## src/rtl/core/lbwd_pkg.sv

```systemverilog
// ----------------------------------------------------------------------------
// lbwd_pkg
// Shared types and codes for the least-busy worker dispatcher: command and
// event codes, the widths of the fixed fields and the per-entry status word.
// ----------------------------------------------------------------------------
package lbwd_pkg;

    localparam int CMD_W  = 3;
    localparam int KEY_W  = 33;
    localparam int ADDR_W = 32;
    localparam int BUSY_W = 7;
    localparam int EV_W   = 4;
    localparam int WIDX_W = 4;

    localparam logic [BUSY_W-1:0] BUSY_MAX         = 7'd127;
    localparam logic [BUSY_W-1:0] BUSY_LIMIT_RESET = 7'd100;

    typedef enum logic [CMD_W-1:0] {
        CMD_REGISTER   = 3'd0,
        CMD_RESULT     = 3'd1,
        CMD_PONG       = 3'd2,
        CMD_UNREGISTER = 3'd3,
        CMD_TICK       = 3'd4,
        CMD_DISPATCH   = 3'd5
    } cmd_t;

    typedef enum logic [EV_W-1:0] {
        EV_IGNORED      = 4'd0,
        EV_REGISTERED   = 4'd1,
        EV_FULL         = 4'd2,
        EV_RESULT       = 4'd3,
        EV_PONG         = 4'd4,
        EV_DISCONNECTED = 4'd5,
        EV_PING         = 4'd6,
        EV_DISPATCHED   = 4'd7,
        EV_NO_WORKER    = 4'd8
    } event_t;

    typedef struct packed {
        logic [BUSY_W-1:0] busy;
        logic              ping;
        logic              gone;
    } stat_t;

endpackage

```

## src/rtl/core/lbwd_ram.sv

```systemverilog
// ----------------------------------------------------------------------------
// lbwd_ram
// Generic single-clock RAM: one write port, one read port, registered read.
// ----------------------------------------------------------------------------
module lbwd_ram #(
    parameter int WIDTH = 8,
    parameter int DEPTH = 16
) (
    input  logic                     aclk,
    input  logic                     we,
    input  logic [$clog2(DEPTH)-1:0] waddr,
    input  logic [WIDTH-1:0]         wdata,
    input  logic [$clog2(DEPTH)-1:0] raddr,
    output logic [WIDTH-1:0]         rdata
);

    logic [WIDTH-1:0] mem [DEPTH];
    logic [WIDTH-1:0] rdata_reg;

    always_ff @(posedge aclk) begin
        if (we) begin
            mem[waddr] <= wdata;
        end
        rdata_reg <= mem[raddr];
    end

    assign rdata = rdata_reg;

endmodule

```

## src/rtl/core/least_busy_worker_dispatcher_core.sv

```systemverilog
// ----------------------------------------------------------------------------
// least_busy_worker_dispatcher_core
// Worker table with register/result/pong/unregister lookup, heartbeat tick
// and least-busy dispatch, held in a key RAM and a status RAM.
// ----------------------------------------------------------------------------
// Usage:
//   s_* carries one command word per valid/ready handshake. m_* returns the
//   event words it causes; m_last marks the final word of a command. A tick
//   returns one word per live worker (one IGNORED if none), others one.
//   cfg_we/cfg_wdata load busy_limit; write it only while the block is idle.
// Command flow:
//   register and commands that need no scan skip the walk and go to EMIT.
//   Lookup, tick and dispatch walk the table one entry per cycle through the
//   RAM read port, a tick only while its output does not stall; a lookup
//   stops at its match and a dispatch at the first idle worker.
//   A new command is taken once the previous one has placed its last word in
//   the output register.
// Reset:
//   aresetn clears the entry count and sets busy_limit to 100. RAM contents
//   are not cleared; entries at or above the count are never used.
// Stall:
//   a held m_valid freezes the tick walk on the next live entry; the output
//   register still lets the next command in while the final word waits.
// ----------------------------------------------------------------------------
module least_busy_worker_dispatcher_core #(
    parameter int MAX_WORKERS = 16
) (
    input  logic                         aclk,
    input  logic                         aresetn,
    input  logic                         cfg_we,
    input  logic [lbwd_pkg::BUSY_W-1:0]  cfg_wdata,
    input  logic                         s_valid,
    output logic                         s_ready,
    input  logic [lbwd_pkg::CMD_W-1:0]   s_command,
    input  logic                         s_address_family,
    input  logic [lbwd_pkg::ADDR_W-1:0]  s_address_key,
    output logic                         m_valid,
    input  logic                         m_ready,
    output logic [lbwd_pkg::EV_W-1:0]    m_event_res,
    output logic [lbwd_pkg::WIDX_W-1:0]  m_worker_index,
    output logic                         m_last
);

    import lbwd_pkg::*;

    localparam int IDX_W = $clog2(MAX_WORKERS);
    localparam int CNT_W = $clog2(MAX_WORKERS + 1);
    localparam int STAT_W = $bits(stat_t);
    localparam logic [CNT_W-1:0] CNT_MAX = CNT_W'(MAX_WORKERS);

    typedef enum logic [1:0] {
        ST_IDLE,
        ST_SCAN,
        ST_EMIT
    } state_t;

    state_t               state_reg, state_next;
    logic [CMD_W-1:0]     cmd_reg, cmd_next;
    logic [KEY_W-1:0]     key_reg, key_next;
    logic [IDX_W-1:0]     scan_reg, scan_next;
    logic [CNT_W-1:0]     count_reg, count_next;
    logic [BUSY_W-1:0]    limit_reg, limit_next;
    logic                 best_found_reg, best_found_next;
    logic [IDX_W-1:0]     best_idx_reg, best_idx_next;
    logic [BUSY_W-1:0]    best_busy_reg, best_busy_next;
    logic                 best_ping_reg, best_ping_next;
    logic                 pend_valid_reg, pend_valid_next;
    logic [EV_W-1:0]      pend_ev_reg, pend_ev_next;
    logic [WIDX_W-1:0]    pend_idx_reg, pend_idx_next;
    logic                 m_valid_reg, m_valid_next;
    logic [EV_W-1:0]      m_ev_reg, m_ev_next;
    logic [WIDX_W-1:0]    m_idx_reg, m_idx_next;
    logic                 m_last_reg, m_last_next;

    logic                 key_we, stat_we;
    logic [IDX_W-1:0]     wr_addr, rd_addr;
    logic [KEY_W-1:0]     key_wdata, rd_key;
    stat_t                stat_wdata, rd_stat;

    logic                 out_free, push, push_last;
    logic [EV_W-1:0]      push_ev;
    logic [WIDX_W-1:0]    push_idx;
    logic                 live, match, at_end, stall, pick_idle;
    logic                 c_found, c_ping;
    logic [IDX_W-1:0]     c_idx;
    logic [BUSY_W-1:0]    c_busy;

    lbwd_ram #(
        .WIDTH (KEY_W),
        .DEPTH (MAX_WORKERS)
    ) u_key_ram (
        .aclk  (aclk),
        .we    (key_we),
        .waddr (wr_addr),
        .wdata (key_wdata),
        .raddr (rd_addr),
        .rdata (rd_key)
    );

    lbwd_ram #(
        .WIDTH (STAT_W),
        .DEPTH (MAX_WORKERS)
    ) u_stat_ram (
        .aclk  (aclk),
        .we    (stat_we),
        .waddr (wr_addr),
        .wdata (stat_wdata),
        .raddr (rd_addr),
        .rdata (rd_stat)
    );

    assign out_free = !m_valid_reg || m_ready;
    assign live     = !rd_stat.gone;
    assign match    = live && (rd_key == key_reg);
    assign at_end   = (CNT_W'(scan_reg) + CNT_W'(1)) == count_reg;
    assign stall    = live && pend_valid_reg && !out_free;
    assign pick_idle = live && (rd_stat.busy == '0);

    always_comb begin
        c_found = best_found_reg;
        c_idx   = best_idx_reg;
        c_busy  = best_busy_reg;
        c_ping  = best_ping_reg;
        if (pick_idle || (live && (rd_stat.busy < best_busy_reg))) begin
            c_found = 1'b1;
            c_idx   = scan_reg;
            c_busy  = rd_stat.busy;
            c_ping  = rd_stat.ping;
        end
    end

    always_comb begin
        state_next      = state_reg;
        cmd_next        = cmd_reg;
        key_next        = key_reg;
        scan_next       = scan_reg;
        count_next      = count_reg;
        limit_next      = limit_reg;
        best_found_next = best_found_reg;
        best_idx_next   = best_idx_reg;
        best_busy_next  = best_busy_reg;
        best_ping_next  = best_ping_reg;
        pend_valid_next = pend_valid_reg;
        pend_ev_next    = pend_ev_reg;
        pend_idx_next   = pend_idx_reg;
        key_we          = 1'b0;
        stat_we         = 1'b0;
        wr_addr         = scan_reg;
        key_wdata       = key_reg;
        stat_wdata      = rd_stat;
        rd_addr         = scan_reg;
        push            = 1'b0;
        push_ev         = pend_ev_reg;
        push_idx        = pend_idx_reg;
        push_last       = 1'b0;

        if (cfg_we) begin
            limit_next = cfg_wdata;
        end

        unique case (state_reg)
            ST_IDLE: begin
                if (s_valid) begin
                    cmd_next        = s_command;
                    key_next        = {s_address_family, s_address_key};
                    scan_next       = '0;
                    rd_addr         = '0;
                    best_found_next = 1'b0;
                    best_busy_next  = limit_reg;
                    pend_valid_next = 1'b0;
                    pend_idx_next   = '0;
                    state_next      = ST_EMIT;
                    priority if (s_command == CMD_REGISTER) begin
                        if (count_reg == CNT_MAX) begin
                            pend_ev_next = EV_FULL;
                        end else begin
                            key_we        = 1'b1;
                            stat_we       = 1'b1;
                            wr_addr       = count_reg[IDX_W-1:0];
                            key_wdata     = {s_address_family, s_address_key};
                            stat_wdata    = '0;
                            count_next    = count_reg + CNT_W'(1);
                            pend_ev_next  = EV_REGISTERED;
                            pend_idx_next = WIDX_W'(count_reg[IDX_W-1:0]);
                        end
                    end else if (s_command == CMD_RESULT || s_command == CMD_PONG ||
                                 s_command == CMD_UNREGISTER || s_command == CMD_TICK ||
                                 s_command == CMD_DISPATCH) begin
                        if (count_reg == '0) begin
                            pend_ev_next = (s_command == CMD_DISPATCH) ? EV_NO_WORKER
                                                                       : EV_IGNORED;
                        end else begin
                            state_next = ST_SCAN;
                        end
                    end else begin
                        pend_ev_next = EV_IGNORED;
                    end
                end
            end

            ST_SCAN: begin
                unique case (cmd_reg)
                    CMD_RESULT, CMD_PONG, CMD_UNREGISTER: begin
                        if (match) begin
                            stat_we       = 1'b1;
                            pend_idx_next = WIDX_W'(scan_reg);
                            state_next    = ST_EMIT;
                            if (cmd_reg == CMD_RESULT) begin
                                if (rd_stat.busy != '0) begin
                                    stat_wdata.busy = rd_stat.busy - BUSY_W'(1);
                                end
                                pend_ev_next = EV_RESULT;
                            end else if (cmd_reg == CMD_PONG) begin
                                stat_wdata.ping = 1'b0;
                                pend_ev_next    = EV_PONG;
                            end else begin
                                stat_wdata.gone = 1'b1;
                                pend_ev_next    = EV_DISCONNECTED;
                            end
                        end else if (at_end) begin
                            pend_ev_next  = EV_IGNORED;
                            pend_idx_next = '0;
                            state_next    = ST_EMIT;
                        end else begin
                            scan_next = scan_reg + IDX_W'(1);
                            rd_addr   = scan_reg + IDX_W'(1);
                        end
                    end

                    CMD_TICK: begin
                        if (!stall) begin
                            if (live) begin
                                stat_we         = 1'b1;
                                push            = pend_valid_reg;
                                pend_valid_next = 1'b1;
                                pend_idx_next   = WIDX_W'(scan_reg);
                                if (rd_stat.ping) begin
                                    stat_wdata.gone = 1'b1;
                                    pend_ev_next    = EV_DISCONNECTED;
                                end else begin
                                    stat_wdata.ping = 1'b1;
                                    pend_ev_next    = EV_PING;
                                end
                            end
                            if (at_end) begin
                                state_next = ST_EMIT;
                                if (!live && !pend_valid_reg) begin
                                    pend_ev_next  = EV_IGNORED;
                                    pend_idx_next = '0;
                                end
                            end else begin
                                scan_next = scan_reg + IDX_W'(1);
                                rd_addr   = scan_reg + IDX_W'(1);
                            end
                        end
                    end

                    CMD_DISPATCH: begin
                        if (pick_idle || at_end) begin
                            state_next = ST_EMIT;
                            if (c_found) begin
                                stat_we         = 1'b1;
                                wr_addr         = c_idx;
                                stat_wdata.busy = (c_busy < BUSY_MAX) ? c_busy + BUSY_W'(1)
                                                                      : c_busy;
                                stat_wdata.ping = c_ping;
                                stat_wdata.gone = 1'b0;
                                pend_ev_next    = EV_DISPATCHED;
                                pend_idx_next   = WIDX_W'(c_idx);
                            end else begin
                                pend_ev_next  = EV_NO_WORKER;
                                pend_idx_next = '0;
                            end
                        end else begin
                            best_found_next = c_found;
                            best_idx_next   = c_idx;
                            best_busy_next  = c_busy;
                            best_ping_next  = c_ping;
                            scan_next       = scan_reg + IDX_W'(1);
                            rd_addr         = scan_reg + IDX_W'(1);
                        end
                    end

                    default: begin
                        pend_ev_next  = EV_IGNORED;
                        pend_idx_next = '0;
                        state_next    = ST_EMIT;
                    end
                endcase
            end

            ST_EMIT: begin
                if (out_free) begin
                    push       = 1'b1;
                    push_last  = 1'b1;
                    state_next = ST_IDLE;
                end
            end

            default: begin
                state_next = ST_IDLE;
            end
        endcase

        m_valid_next = m_valid_reg;
        m_ev_next    = m_ev_reg;
        m_idx_next   = m_idx_reg;
        m_last_next  = m_last_reg;
        if (push) begin
            m_valid_next = 1'b1;
            m_ev_next    = push_ev;
            m_idx_next   = push_idx;
            m_last_next  = push_last;
        end else if (m_ready) begin
            m_valid_next = 1'b0;
        end
    end

    always_ff @(posedge aclk) begin
        if (!aresetn) begin
            state_reg      <= ST_IDLE;
            count_reg      <= '0;
            limit_reg      <= BUSY_LIMIT_RESET;
            pend_valid_reg <= 1'b0;
            m_valid_reg    <= 1'b0;
        end else begin
            state_reg      <= state_next;
            count_reg      <= count_next;
            limit_reg      <= limit_next;
            pend_valid_reg <= pend_valid_next;
            m_valid_reg    <= m_valid_next;
        end
        cmd_reg        <= cmd_next;
        key_reg        <= key_next;
        scan_reg       <= scan_next;
        best_found_reg <= best_found_next;
        best_idx_reg   <= best_idx_next;
        best_busy_reg  <= best_busy_next;
        best_ping_reg  <= best_ping_next;
        pend_ev_reg    <= pend_ev_next;
        pend_idx_reg   <= pend_idx_next;
        m_ev_reg       <= m_ev_next;
        m_idx_reg      <= m_idx_next;
        m_last_reg     <= m_last_next;
    end

    assign s_ready        = (state_reg == ST_IDLE);
    assign m_valid        = m_valid_reg;
    assign m_event_res    = m_ev_reg;
    assign m_worker_index = m_idx_reg;
    assign m_last         = m_last_reg;

    a_count_bound: assert property (@(posedge aclk) disable iff (!aresetn)
        count_reg <= CNT_MAX)
        else $error("entry count above table depth");

    a_tick_no_overlap: assert property (@(posedge aclk) disable iff (!aresetn)
        (state_reg == ST_SCAN && cmd_reg == CMD_TICK && stat_we && !at_end)
            |-> (rd_addr != wr_addr))
        else $error("tick walk reads the entry it writes");

    a_scan_word_not_last: assert property (@(posedge aclk) disable iff (!aresetn)
        (state_reg == ST_SCAN && push) |=> (m_valid && !m_last))
        else $error("tick word inside the walk marked last");

    a_register_grows: assert property (@(posedge aclk) disable iff (!aresetn)
        (s_valid && s_ready && s_command == CMD_REGISTER && count_reg != CNT_MAX)
            |=> (count_reg == $past(count_reg) + CNT_W'(1)))
        else $error("register did not append an entry");

    a_stall_holds_scan: assert property (@(posedge aclk) disable iff (!aresetn)
        (state_reg == ST_SCAN && cmd_reg == CMD_TICK && stall)
            |=> (scan_reg == $past(scan_reg) && state_reg == ST_SCAN))
        else $error("tick walk advanced while output stalled");

endmodule

```

## config.mk

```make
export PLATFORM = sky130hd
export DESIGN_NAME = least_busy_worker_dispatcher_core
export DESIGN_NICKNAME = d
export VERILOG_FILES = /design/src/rtl/core/lbwd_pkg.sv /design/src/rtl/core/lbwd_ram.sv /design/src/rtl/core/least_busy_worker_dispatcher_core.sv
export SDC_FILE = /design/constraint.sdc
export NUM_CORES = 1
export LEC_CHECK = 0
export ABC_AREA = 0
export BUFFER_PORTS_ARGS = -buffer_cell sky130_fd_sc_hd__buf_2
export CORE_MARGIN = 5
export CORE_UTILIZATION = 45
export CTS_CLUSTER_SIZE = 25
export DETAILED_ROUTE_END_ITERATION = 10
export SYNTH_ARGS = -nofsm -noshare
export SYNTH_HDL_FRONTEND = slang
export SYNTH_HIERARCHICAL = 1
export SYNTH_SLANG_ARGS = --single-unit
```

## constraint.sdc

```tcl
create_clock -name aclk -period 14.9 [get_ports aclk]
set_input_delay 2.235 -clock aclk [delete_from_list [all_inputs] [get_ports aclk]]
set_output_delay 2.235 -clock aclk [all_outputs]
set_load 0.02 [all_outputs]
```

==> impl_metrics.tcl <==
set metrics [dict create \
    htree_num_levels 3 \
    slew_viol_final 0 \
    synth_compound_area_frac 0.04916 \
    postCtsHoldBufs 0 \
    min-delay-path-class "register to register" \
    rsz0062_at_grt "false" \
    fin_crit_sh 0.4171 \
    synthAdderAreaFrac 0.005815 \
    synth_top_family_by_area "multiplexers" \
    start_kind "register" \
    fin_skew_ns 0.03442 \
    cts_tree "done" \
    worstPathRequired_ns 15.40 \
    crit_type "register to register" \
    cp_top_family "simple AND/OR/NAND/NOR gates" \
    status "completed" \
    ys_ff_latch 800 \
    grt_pass1_wl_um 112800 \
    hold_viol 0 \
    synthXorXnorAreaFrac 0.01248 \
    dp_slack_ns 8.287 \
    clk-insertion-delay-late_ns 0.63 \
    finalSetupTns_ns 0 \
    hold_path_depth 0 \
    fin_area_sq_um 36330 \
    synthCells 1742 \
    ios 59 \
    crit_chain "xor2_1 -> nor4_1 -> nand4_1 -> or4_1 -> nand2_1 -> a22oi_1 -> xnor2_1 -> o21ai_4 -> buf_12 -> buf_4 -> mux4_1 -> a22oi_1 -> nand2_1" \
    regMostFlops "u_key_ram/mem" \
    yosys.area_share.simple 0.04509 \
    muxShareOfSynthArea 0.1405 \
    syn_area_per_cell_sq_um 18.53 \
    gp_congestion 0.8834 \
    wl_per_cell_um 26.63 \
    path_clk_slew_ns 0.06 \
    grt_use_total 0.1940 \
    cpPeakStageDelay_ns 0.99 \
    drive_gt1_frac 0.2272 \
    clockBufferDepth 3 \
    cp_slowest_cell "buf_4" \
    post_drt_via_cell_ratio 6.000 \
    vias 17071 \
    die_w_um 277.8 \
    min_period_ns 6.215 \
    r2r_cells 13 \
    synthesis.area_sq_um 32270 \
    num_rows 98 \
    drc_errors 0 \
    firstDrtPassIters 6 \
    first_iter_violations 1920 \
    ant_nets 0 \
    crit_fanout 113 \
    synthFlopType "edfxtp_1" \
    crit_cells 13 \
    finalSetupViolations 0 \
    core_area_sq_um 71360 \
    layout.nets 1887 \
    leakagePower_nw 11.58 \
    worst-slew-pin-transition_ns 1.306 \
    die_y_um 277.8 \
    slew_headroom 0.1258 \
    numPortBuffers 58 \
    largest_reg_flops 528 \
    synth-edff-count 738 \
    start_util 0.4523 \
    dieArea_sq_um 77180 \
    cap_violations 0 \
    antenna_found_initial 5 \
    cts-root-buf "clkbuf_16" \
    ys_async_sr_fraction 0 \
    whs_ns 0.4622 \
    setup_ws_ns 8.685 \
    yosysUniqueCellTypes 76 \
    dpl.hpwl_um 40930 \
    totalWireLength_um 75760 \
    synth_seq_area_share 0.7251 \
    ir_drop_mv 0.09605 \
    grt_pass1_vias 17013 \
    grt_max_degree 170 \
    ctsResizeCount 0 \
    end_kind "register" \
    critPathBufInv 2 \
    area_growth_pct 12.55 \
    cts.sinks 800 \
    fmax_mhz 160.9 \
    postCtsSetupBuffers 0 \
    synth_nets 1805 \
    cts_made_buffers 83 \
    overflow 0 \
    power_density_nw_per_um2 137.6 \
    ys_warn_count 6 \
    biggestRegsByFlops "u_key_ram/mem (528), u_stat_ram/mem (144)" \
    crit_arrival_ns 6.71 \
    placed_cell_area_sq_um 33620 \
    finalCoreUtilization 0.5090 \
]
==> cell families after synthesis <==
logic type	after synthesis
flip-flops	800
AO/OA/AOI/OAI	223
buffers and inverters	126
AND/OR/NAND/NOR	308
adder cells (fa/ha/maj)	15
multiplexers	224
XOR/XNOR	46
==> report_power, final <==
| group | internal [mW] | switching [mW] | leakage, nW |
|---|---|---|---|
| registers | 2.55 | 0.0485 | 7.19 |
| logic | 0.125 | 0.260 | 3.08 |
| clock network | 1.17 | 0.846 | 1.31 |
==> layout make-up <==
class	instances	area, sq um
timing repair buffer	92	570.5
multi-input combinational	816	8356
tap	950	1189
clock buffer	113	2282
antenna	2	5.005
sequential	800	23400
inverter	31	116.4
clock inverter	41	405.4
fill	5815	35040
==> per-stage QoR <==
step	std cells	total power [mW]
floorplan	1742	2.875
global placement	2688	3.020
detailed placement	2688	3.028
CTS	2842	5.050
global route	2845	5.187
finish	2845	4.999
==> final timing paths <==
check                 start                   to  slack, ns
max              key_reg[8]  u_stat_ram/rdata[8]       8.69
min          pend_ev_reg[2]       m_event_res[2]       0.46
max reg2reg      key_reg[8]  u_stat_ram/rdata[8]       8.69
min reg2reg  pend_ev_reg[2]       m_event_res[2]       0.46
==> worst register-to-register path: cells and delay by family (launching register included) <==
kind | cells | cell delay, ns
AO/OA/AOI/OAI | 3 | 0.58
XOR/XNOR | 2 | 0.36
buffers and inverters | 2 | 1.80
flip-flops | 1 | 0.41
multiplexers | 1 | 0.70
AND/OR/NAND/NOR | 5 | 2.26
==> cells in the final DEF (no fill, tap or decap), types with 34 or more instances in the layout <==
cell and instances:
nor2_1 76, a22oi_1 89, mux4_1 34, mux4_2 134, edfxtp_1 738, clkbuf_16 85
nand2_1 101, mux2_2 43, buf_2 58, dfxtp_1 62
==> synthesized netlist by cell type, drive strengths merged (5+ instances only) <==
cell    number  area (sq um)
edfxtp     738         22160
o22ai        6         37.54
nand3       19         95.09
nor3        23         115.1
inv         30         112.6
mux2i       11         110.1
xnor2       14         122.6
o21a         6         45.04
nor4        11         68.82
nand2      101         379.1
nor2        91         360.3
clkbuf      59         235.2
nor2b        6         37.54
nand3b       6         45.04
nand2b       9         56.30
dfxtp       62          1241
nand4       12         75.07
ha          15         187.7
a211oi       5         37.54
o211ai      11         82.58
a22oi       89         668.1
a31oi       12         75.07
mux4       168          3911
a21oi       25         128.9
buf         35         342.8
a221oi       6         52.55
mux2        45         514.2
or2          5         31.28
xor2        32         280.3
o21ai       28         140.1
==> metal layers <==
layer	wire length, um	part of all wire	global-route usage
met3	4802	0.063	0.02954
met5	0	0	0
met2	36710	0.48	0.3125
met4	2198	0.029	0.06657
met1	32050	0.42	0.2741
No activity file was read; power rests on OpenSTA's default activity.
